<file path="src/design/scpd_pkg.sv">
`timescale 1ns / 1ps
package scpd_pkg;

  localparam int BUFFER_DEPTH = 64;
  localparam int PAYLOAD_MAX = 16;
  localparam int MIN_FRAME_BYTES = 5;

  localparam int BYTE_W = 8;
  localparam int MSG_SIZE_W = 5;
  localparam int ADDR_W = $clog2(BUFFER_DEPTH);
  localparam int CMP_W = ((ADDR_W > BYTE_W) ? ADDR_W : BYTE_W) + 1;
  localparam int TDATA_W = ((2 * BYTE_W + MSG_SIZE_W + 7) / 8) * 8;

  typedef logic [BYTE_W-1:0] byte_t;
  typedef logic [ADDR_W-1:0] ptr_t;
  typedef logic [ADDR_W:0] ptrx_t;
  typedef logic [CMP_W-1:0] cmp_t;
  typedef logic [MSG_SIZE_W-1:0] msg_size_t;

  localparam logic KIND_STORE = 1'b0;
  localparam logic KIND_POLL = 1'b1;

  localparam logic REG_START_MARKER = 1'b0;
  localparam logic REG_MAX_PAYLOAD = 1'b1;

  localparam byte_t START_MARKER_RST = 8'd10;
  localparam msg_size_t MAX_PAYLOAD_RST = 5'd16;

  typedef struct packed {
    logic      found;
    byte_t     msg_id;
    msg_size_t msg_size;
    byte_t     payload_byte;
    logic      last;
  } res_t;

  function automatic ptr_t ptr_add(input ptr_t a, input ptr_t b);
    ptrx_t s;
    s = ptrx_t'(a) + ptrx_t'(b);
    if (s >= ptrx_t'(BUFFER_DEPTH)) begin
      s = s - ptrx_t'(BUFFER_DEPTH);
    end
    return s[ADDR_W-1:0];
  endfunction

  function automatic ptr_t ptr_dist(input ptr_t a, input ptr_t b);
    ptrx_t s;
    s = ptrx_t'(a) - ptrx_t'(b);
    if (a < b) begin
      s = s + ptrx_t'(BUFFER_DEPTH);
    end
    return s[ADDR_W-1:0];
  endfunction

endpackage

</file>
<file path="src/design/scpd_ram.sv">
`timescale 1ns / 1ps
module scpd_ram #(
  parameter int WIDTH = 8,
  parameter int DEPTH = 64
) (
  input  logic                     clk,
  input  logic                     we,
  input  logic [$clog2(DEPTH)-1:0] waddr,
  input  logic [WIDTH-1:0]         wdata,
  input  logic [$clog2(DEPTH)-1:0] raddr,
  output logic [WIDTH-1:0]         rdata
);

  logic [WIDTH-1:0] mem [DEPTH];

  always_ff @(posedge clk) begin
    if (we) begin
      mem[waddr] <= wdata;
    end
    rdata <= mem[raddr];
  end

endmodule

</file>
<file path="src/design/scpd_ctrl.sv">
`timescale 1ns / 1ps
module scpd_ctrl (
  input  logic                  clk,
  input  logic                  rst,
  input  logic                  in_valid,
  output logic                  in_ready,
  input  logic                  in_kind,
  input  scpd_pkg::byte_t       in_byte,
  input  scpd_pkg::byte_t       start_marker,
  input  scpd_pkg::msg_size_t   max_payload,
  input  logic                  out_free,
  output logic                  res_load,
  output scpd_pkg::res_t        res,
  output logic                  ram_we,
  output scpd_pkg::ptr_t        ram_waddr,
  output scpd_pkg::byte_t       ram_wdata,
  output scpd_pkg::ptr_t        ram_raddr,
  input  scpd_pkg::byte_t       ram_rdata
);

  localparam logic [2:0] ST_IDLE = 3'd0;
  localparam logic [2:0] ST_SCAN = 3'd1;
  localparam logic [2:0] ST_ID   = 3'd2;
  localparam logic [2:0] ST_SIZE = 3'd3;
  localparam logic [2:0] ST_SUM  = 3'd4;
  localparam logic [2:0] ST_EMIT = 3'd5;
  localparam logic [2:0] ST_NONE = 3'd6;

  logic [2:0]            state, state_next;
  scpd_pkg::ptr_t        rd, rd_next;
  scpd_pkg::ptr_t        wr, wr_next;
  scpd_pkg::ptr_t        off, off_next;
  scpd_pkg::byte_t       msg_id, msg_id_next;
  scpd_pkg::byte_t       size, size_next;
  scpd_pkg::byte_t       sum, sum_next;

  scpd_pkg::ptr_t        count;
  scpd_pkg::cmp_t        count_c;
  scpd_pkg::cmp_t        size_c;
  scpd_pkg::cmp_t        off_c;
  scpd_pkg::cmp_t        limit_c;
  scpd_pkg::cmp_t        frame_len;
  logic                  in_accept;
  logic                  last_item;

  assign in_ready  = (state == ST_IDLE);
  assign in_accept = in_valid && in_ready;
  assign ram_waddr = wr;
  assign ram_wdata = in_byte;

  assign count     = scpd_pkg::ptr_dist(wr, rd);
  assign count_c   = scpd_pkg::cmp_t'(count);
  assign size_c    = scpd_pkg::cmp_t'(size);
  assign off_c     = scpd_pkg::cmp_t'(off);
  assign frame_len = size_c + scpd_pkg::cmp_t'(4);
  assign limit_c   = (scpd_pkg::cmp_t'(max_payload) < scpd_pkg::cmp_t'(scpd_pkg::PAYLOAD_MAX))
                   ? scpd_pkg::cmp_t'(max_payload) : scpd_pkg::cmp_t'(scpd_pkg::PAYLOAD_MAX);
  assign last_item = (size == '0) || (off_c == size_c + scpd_pkg::cmp_t'(2));

  // prefetch: data for (rd, off) arrives in the cycle that holds them
  assign ram_raddr = scpd_pkg::ptr_add(rd_next, off_next);

  always_comb begin
    state_next  = state;
    rd_next     = rd;
    wr_next     = wr;
    off_next    = off;
    msg_id_next = msg_id;
    size_next   = size;
    sum_next    = sum;
    ram_we      = 1'b0;
    res_load    = 1'b0;
    res         = '0;
    case (state)
      ST_IDLE: begin
        if (in_accept) begin
          if (in_kind == scpd_pkg::KIND_POLL) begin
            off_next   = '0;
            state_next = ST_SCAN;
          end else begin
            ram_we  = 1'b1;
            wr_next = scpd_pkg::ptr_add(wr, scpd_pkg::ptr_t'(1));
            if (wr_next == rd) begin
              rd_next = scpd_pkg::ptr_add(rd, scpd_pkg::ptr_t'(1));
            end
          end
        end
      end
      ST_SCAN: begin
        if (off == count) begin
          rd_next    = wr;
          state_next = ST_NONE;
        end else if (ram_rdata == start_marker) begin
          rd_next    = scpd_pkg::ptr_add(rd, off);
          off_next   = scpd_pkg::ptr_t'(1);
          state_next = ST_ID;
        end else begin
          off_next = off + scpd_pkg::ptr_t'(1);
        end
      end
      ST_ID: begin
        if (count_c < scpd_pkg::cmp_t'(scpd_pkg::MIN_FRAME_BYTES)) begin
          state_next = ST_NONE;
        end else begin
          msg_id_next = ram_rdata;
          off_next    = scpd_pkg::ptr_t'(2);
          state_next  = ST_SIZE;
        end
      end
      ST_SIZE: begin
        if (scpd_pkg::cmp_t'(ram_rdata) > limit_c) begin
          rd_next    = scpd_pkg::ptr_add(rd, scpd_pkg::ptr_t'(1));
          state_next = ST_NONE;
        end else if (count_c < scpd_pkg::cmp_t'(ram_rdata) + scpd_pkg::cmp_t'(4)) begin
          state_next = ST_NONE;
        end else begin
          size_next  = ram_rdata;
          sum_next   = msg_id + ram_rdata;
          off_next   = scpd_pkg::ptr_t'(3);
          state_next = ST_SUM;
        end
      end
      ST_SUM: begin
        if (off_c == size_c + scpd_pkg::cmp_t'(3)) begin
          if (ram_rdata == sum) begin
            off_next   = scpd_pkg::ptr_t'(3);
            state_next = ST_EMIT;
          end else begin
            rd_next    = scpd_pkg::ptr_add(rd, scpd_pkg::ptr_t'(1));
            state_next = ST_NONE;
          end
        end else begin
          sum_next = sum + ram_rdata;
          off_next = off + scpd_pkg::ptr_t'(1);
        end
      end
      ST_EMIT: begin
        if (out_free) begin
          res_load         = 1'b1;
          res.found        = 1'b1;
          res.msg_id       = msg_id;
          res.msg_size     = size[scpd_pkg::MSG_SIZE_W-1:0];
          res.payload_byte = (size == '0) ? '0 : ram_rdata;
          res.last         = last_item;
          if (last_item) begin
            rd_next    = scpd_pkg::ptr_add(rd, frame_len[scpd_pkg::ADDR_W-1:0]);
            off_next   = '0;
            state_next = ST_IDLE;
          end else begin
            off_next = off + scpd_pkg::ptr_t'(1);
          end
        end
      end
      ST_NONE: begin
        if (out_free) begin
          res_load   = 1'b1;
          res.last   = 1'b1;
          off_next   = '0;
          state_next = ST_IDLE;
        end
      end
      default: begin
        state_next = ST_IDLE;
      end
    endcase
  end

  always_ff @(posedge clk) begin
    if (rst) begin
      state <= ST_IDLE;
      rd    <= '0;
      wr    <= '0;
      off   <= '0;
    end else begin
      state <= state_next;
      rd    <= rd_next;
      wr    <= wr_next;
      off   <= off_next;
    end
  end

  always_ff @(posedge clk) begin
    msg_id <= msg_id_next;
    size   <= size_next;
    sum    <= sum_next;
  end

endmodule

</file>
<file path="src/design/scpd_out.sv">
`timescale 1ns / 1ps
module scpd_out (
  input  logic                                 clk,
  input  logic                                 rst,
  input  logic                                 load,
  input  scpd_pkg::res_t                       res,
  output logic                                 free,
  output logic                                 m_tvalid,
  input  logic                                 m_tready,
  output logic [scpd_pkg::TDATA_W-1:0]         m_tdata,
  output logic                                 m_tuser,
  output logic                                 m_tlast
);

  scpd_pkg::res_t hold;

  assign free     = !m_tvalid || m_tready;
  assign m_tuser  = hold.found;
  assign m_tlast  = hold.last;
  assign m_tdata  = scpd_pkg::TDATA_W'({hold.payload_byte, hold.msg_size, hold.msg_id});

  always_ff @(posedge clk) begin
    if (rst) begin
      m_tvalid <= 1'b0;
    end else if (load) begin
      m_tvalid <= 1'b1;
    end else if (m_tready) begin
      m_tvalid <= 1'b0;
    end
  end

  always_ff @(posedge clk) begin
    if (load) begin
      hold <= res;
    end
  end

endmodule

</file>
<file path="src/design/sum_checked_packet_deframer.sv">
`timescale 1ns / 1ps
// Store item: written to the ring when taken; the input stays ready for the next item.
// Poll item: scans for the start marker, reads msg_id and size, sums and checks the frame,
// then emits its payload items (one item for an empty payload, a not-found item when no
// frame is taken); the input is not ready again until the last result item is loaded.
// Results leave at one item per cycle while the output is not stalled by m_tready.
// Reset (rst, synchronous) clears the ring pointers and output valid and loads
// start_marker = 10, max_payload = 16; ring RAM contents are left as they are.
module sum_checked_packet_deframer (
  input  logic                                 clk,
  input  logic                                 rst,
  input  logic                                 s_tvalid,
  output logic                                 s_tready,
  input  logic [7:0]                           s_tdata,   // rx_byte
  input  logic                                 s_tuser,   // kind
  output logic                                 m_tvalid,
  input  logic                                 m_tready,
  output logic [scpd_pkg::TDATA_W-1:0]         m_tdata,   // msg_id, msg_size, payload_byte
  output logic                                 m_tuser,   // found
  output logic                                 m_tlast,
  input  logic                                 cfg_valid,
  output logic                                 cfg_ready,
  input  logic                                 cfg_index,
  input  logic [7:0]                           cfg_data
);

  scpd_pkg::byte_t     start_marker;
  scpd_pkg::msg_size_t max_payload;

  logic                out_free;
  logic                res_load;
  scpd_pkg::res_t      res;
  logic                ram_we;
  scpd_pkg::ptr_t      ram_waddr;
  scpd_pkg::byte_t     ram_wdata;
  scpd_pkg::ptr_t      ram_raddr;
  scpd_pkg::byte_t     ram_rdata;

  assign cfg_ready = 1'b1;

  always_ff @(posedge clk) begin
    if (rst) begin
      start_marker <= scpd_pkg::START_MARKER_RST;
      max_payload  <= scpd_pkg::MAX_PAYLOAD_RST;
    end else if (cfg_valid && cfg_ready) begin
      case (cfg_index)
        scpd_pkg::REG_START_MARKER: start_marker <= cfg_data;
        scpd_pkg::REG_MAX_PAYLOAD:  max_payload  <= cfg_data[scpd_pkg::MSG_SIZE_W-1:0];
        default: begin
        end
      endcase
    end
  end

  scpd_ctrl u_ctrl (
    .clk          (clk),
    .rst          (rst),
    .in_valid     (s_tvalid),
    .in_ready     (s_tready),
    .in_kind      (s_tuser),
    .in_byte      (s_tdata),
    .start_marker (start_marker),
    .max_payload  (max_payload),
    .out_free     (out_free),
    .res_load     (res_load),
    .res          (res),
    .ram_we       (ram_we),
    .ram_waddr    (ram_waddr),
    .ram_wdata    (ram_wdata),
    .ram_raddr    (ram_raddr),
    .ram_rdata    (ram_rdata)
  );

  scpd_ram #(
    .WIDTH (scpd_pkg::BYTE_W),
    .DEPTH (scpd_pkg::BUFFER_DEPTH)
  ) u_ring (
    .clk   (clk),
    .we    (ram_we),
    .waddr (ram_waddr),
    .wdata (ram_wdata),
    .raddr (ram_raddr),
    .rdata (ram_rdata)
  );

  scpd_out u_out (
    .clk      (clk),
    .rst      (rst),
    .load     (res_load),
    .res      (res),
    .free     (out_free),
    .m_tvalid (m_tvalid),
    .m_tready (m_tready),
    .m_tdata  (m_tdata),
    .m_tuser  (m_tuser),
    .m_tlast  (m_tlast)
  );

endmodule

</file>
<file path="config.mk">
export PLATFORM = sky130hd
export DESIGN_NAME = sum_checked_packet_deframer
export DESIGN_NICKNAME = d
export VERILOG_FILES = /design/src/design/scpd_pkg.sv /design/src/design/scpd_ram.sv /design/src/design/scpd_ctrl.sv /design/src/design/scpd_out.sv /design/src/design/sum_checked_packet_deframer.sv
export SDC_FILE = /design/constraint.sdc
export NUM_CORES = 1
export LEC_CHECK = 0
export ABC_CLOCK_PERIOD_IN_PS = 7300
export BUFFER_PORTS_ARGS = -buffer_cell sky130_fd_sc_hd__buf_2
export CAP_MARGIN = 15
export CORE_UTILIZATION = 35
export CTS_CLUSTER_SIZE = 14
export DETAILED_ROUTE_END_ITERATION = 8
export GPL_TIMING_DRIVEN = 0
export HOLD_SLACK_MARGIN = 0.06
export MAX_ROUTING_LAYER = met4
export PLACE_DENSITY = 0.56
export SLEW_MARGIN = 20
export SYNTH_ARGS = -nofsm -noshare
export SYNTH_HDL_FRONTEND = slang
export SYNTH_SLANG_ARGS = --single-unit
</file>
<file path="constraint.sdc">
create_clock -name clk -period 7.3 [get_ports clk]
set_input_delay 0.73 -clock clk [delete_from_list [all_inputs] [get_ports clk]]
set_output_delay 0.73 -clock clk [all_outputs]
set_load 0.05 [all_outputs]
</file>
==> summary.md <==
| Metric | Value |
|---|---|
| PwrDens | 403 mW/mm2 |
| Via count | 14.1k |
| IO Count | 52 |
| Critical Path RT | 7.74 ns |
| Critical Path, Cell by Cell | clkbuf_1 > inv_1 > ha_1 > fa_1 > xnor2_1 > xnor2_1 > nand3_1 > or3_1 > nor3b_4 > clkbuf_1 > a211oi_1 > a211o_1 > ha_1 > fa_1 > clkbuf_2 > clkbuf_2 > mux4_2 > mux4_2 > mux2i_1 > mux2i_1 |
| Die height | 275 um |
| Crit path DAT | 7.46 ns |
| Synth Cell Area | approximately 0.026 mm2 |
| Remaining global-route overflow | 0 |
| Initial DRC count | 1283 |
| Synthesis-stage register bit count | roughly 600 |
| Worst VDD drop | 0.000243 V |
| Layout cell share with drive strength beyond 1 | 22.7% |
| # DRC | 9 |
| Tot GR Track Use | 17.4% |
| # fillers | 6628 |
| P_int | approximately 8000 uW |
| Largest family of logic cells by synthesized area | multiplexers |
| Crit path max fanout | 10 |
| CORE AREA | 0.0733 mm2 |
| Clock power share | 26.6% |
| H-tree depth | 2 |
| Switching share of power | 33.3% |
| Combinational share of power | 39.5% |
| Rel. slew slack | 35.0% |
| Vias in the first global route | 14.3k |
| Max Freq | 143 MHz |
| Hpwl dp | 41800 um |
| Mux contribution to synthesized area | 15.1% |
| Clk_lat worst skew | 0.66 ns |
| Syn Area/Cell | 17.2 um2 |
| First-pass GRT wire length | 93900 um |
| Startpoint Class | flop |
| DR pass1 iterations | 7 |
| Clock Path Buffers | 3 |
| Status | finished, violations left |
| Synth Area in Compound Gates | 4.14% |
| Peak per-stage delay on the critical path | 0.53 ns |
| Setup violators final | 0 |
| Initial antenna violation count | 0 |
| Hold WS | 0.333 ns |
| Die area | 0.0756 mm2 |
| Post-Synthesis Cells | 1515 |
| Per-cell routed wire length | 23.9 um |
| CP top delay family | buffers and inverters |
| Leakage power | 0.00970 uW |
| Clk pin slew, worst setup/hold paths | approximately 0.06 ns |
| Via density | ~5.3 |
| Synth warn | 0 |
| GP Congestion | 0.913 |
| Initial core utilization | ~36% |
| Post-Synth Adder-Cell Area | around 2.5% |
| Synth Area in Simple Gates | between 6 and 7% |
| CTS tree | built |
| Worst Tran Pin Value | 0.969 ns |
| Antenna Cells | 0 |
| Placement-stage cell area | 0.0276 mm2 |
| Synth cell types | between 90 and 100 |
| CP Capture Type | flop |
| Site Rows | 99 |
| RSZ-0062 raised after global routing | no |
| Largest net degree at the start of global routing | 65 |
| Top sig layer | met4 |
| Wire length on met2 | 30400 um |
| Post-Synth XOR/XNOR Area | 2.67% |
| Fin Setup TNS | 0 ns |
| Final hold vios | 0 |
| PortBufs | 46 |
| Cell area after layout | 0.0297 mm2 |
| Total CTS buffers | 61 |
| Fin. max-slew vios | 0 |
| Antenna-violating nets left | 0 |
| FF+latch area | 0.0176 mm2 |
| Worst Clk Skew | about 0.053 ns |
| Sequential share of the synthesized area | around two thirds |
| Crit path buf inv count | 5 |
| Async set-reset flop share out of synthesis | 0% |
| Clock Tree Root | clkbuf_16 |
| Psw | about 4000 uW |
| Max Cap Violations | 0 |
| Failing checks | design-rule violations |
| Detailed Route WL | 63200 um |
| Worst-path cell with the longest stage delay | fa_1 |
| Multi-input gate area | 0.00799 mm2 |
| Ys flop type | edfxtp_1 |
| Commonest non-fill, non-tap cell in the layout | edfxtp_1 |
| Area grow syn2layout | 14.0% |
| Met3 wire len | roughly 3500 um |
| EDFF count, synth | ~560 |
| CTS sink cnt | 602 |
| Part of the power in registers | 33.8% |
| Most frequent cells in the layout | edfxtp_1 (559), mux4_2 (160), nor2_1 (114) |
| Met1 WL | 27800 um |
| Crit path time final | 7.02 ns |
| Fin nets | about 1.7k |
| Die X | 275 um |
| Final Cycle Share | 96.1% |
| Worst Hold Class | primary input to flop |
| Setup CP Type | flop to flop |
[worst register-to-register path, delay by kind of cell (launching register included)]
family                     cells  cell delay [ns]
muxes                          4             1.35
and+or+nand+nor                3             1.02
DFF                            1             0.33
buffers and inverters          5             1.66
adders and majority gates      4             1.41
AOI/OAI and AO/OA              2             0.52
xor gates and xnor gates       2             0.54
[path summary, 6_finish.rpt]
check | depth (start not counted) | slack (ns) | from | end
worst max-delay path | 20 | 0.28 | u_ctrl.ram_waddr[0]$_SDFFE_PP0P_ | u_ring.rdata[4]$_DFF_P_
worst min-delay path | 3 | 0.33 | cfg_data[7] | start_marker[7]$_SDFFE_PP0P_
worst max register to register | 20 | 0.28 | u_ctrl.ram_waddr[0]$_SDFFE_PP0P_ | u_ring.rdata[4]$_DFF_P_
worst min register to register | 2 | 0.46 | max_payload[3]$_SDFFE_PP0P_ | max_payload[3]$_SDFFE_PP0P_
[what timing repair did]
item,4_1_cts,5_1_grt
hold buffers,0,0
endpoints found under the setup margin,8,8
setup buffers,0,0
gates resized for setup,28,25
[final cells by class]
class | instances | area share, %
clock buffers | 72 | 5.27
clock inverters | 42 | 1.66
well taps | 959 | 4.04
repair buffers | 49 | 0.989
plain buffers | 75 | 1.38
inverters | 34 | 0.429
flip-flops and latches | 602 | 59.3
multi-input cells | 806 | 26.9
[flip-flops by register name, indices dropped and copies added, names as in the netlist, 8 cells and up]
register	flops
u_ring.rdata	8
u_ctrl.size	8
u_ctrl.sum	8
u_ctrl.msg_id	8
start_marker	8
u_out.m_tdata	21
u_ring.mem	512
[cell families after synthesis]
| kind of cell | count (synthesis) |
|---|---|
| XOR/XNOR | 73 |
| buffers and inverters | 109 |
| other | 2 |
| flip-flops | 602 |
| AND/OR/NAND/NOR | 333 |
| adder cells (fa/ha/maj) | 50 |
| AO/OA/AOI/OAI | 153 |
| multiplexers | 193 |
[cell usage after synthesis, drive strengths merged, types with 16 or more instances]
cell | n | share of area (%)
a21oi | 44 | 0.84
nand3 | 25 | 0.50
buf | 27 | 0.57
nor2 | 115 | 1.7
dfxtp | 43 | 3.3
edfxtp | 559 | 64
ha | 45 | 2.2
xor2 | 27 | 0.94
clkbuf | 48 | 0.69
mux2i | 30 | 1.2
o21ai | 34 | 0.65
and3 | 17 | 0.43
nor2b | 16 | 0.38
nand2 | 95 | 1.4
xnor2 | 43 | 1.5
mux4 | 160 | 14
inv | 33 | 0.48
nor3 | 16 | 0.35
[through the flow]
stage	power (uW)	utilization, %	worst slack, ns	std cells
after floorplan	7360	-	1.43	1517
after global placement	8840	37.5	-0.231	2522
after detailed placement	8860	37.6	-0.197	2525
after CTS	12100	40.5	0.00877	2639
after global routing	12500	40.6	0.00460	2639
final	12000	40.6	0.283	2639
[power by group through the flow]
stage	registers [uW]	logic (uW)	clock network, uW
4_1_cts	4050	4810	3250
5_1_grt	4060	5050	3380
2_1_floorplan	4090	3270	0
3_3_place_gp	4130	4710	0
6_report	4050	4730	3190
3_5_place_dp	4130	4740	0
[per-layer routing]
| metal | GRT usage, % | vias up |
|---|---|---|
| met2 | 27.4 | 415 |
| met5 | - | - |
| li1 | - | 6201 |
| met3 | 2.46 | 106 |
| met1 | 23.7 | 7340 |
| met4 | 4.59 | 0 |
(Power assumes the default switching activity.)
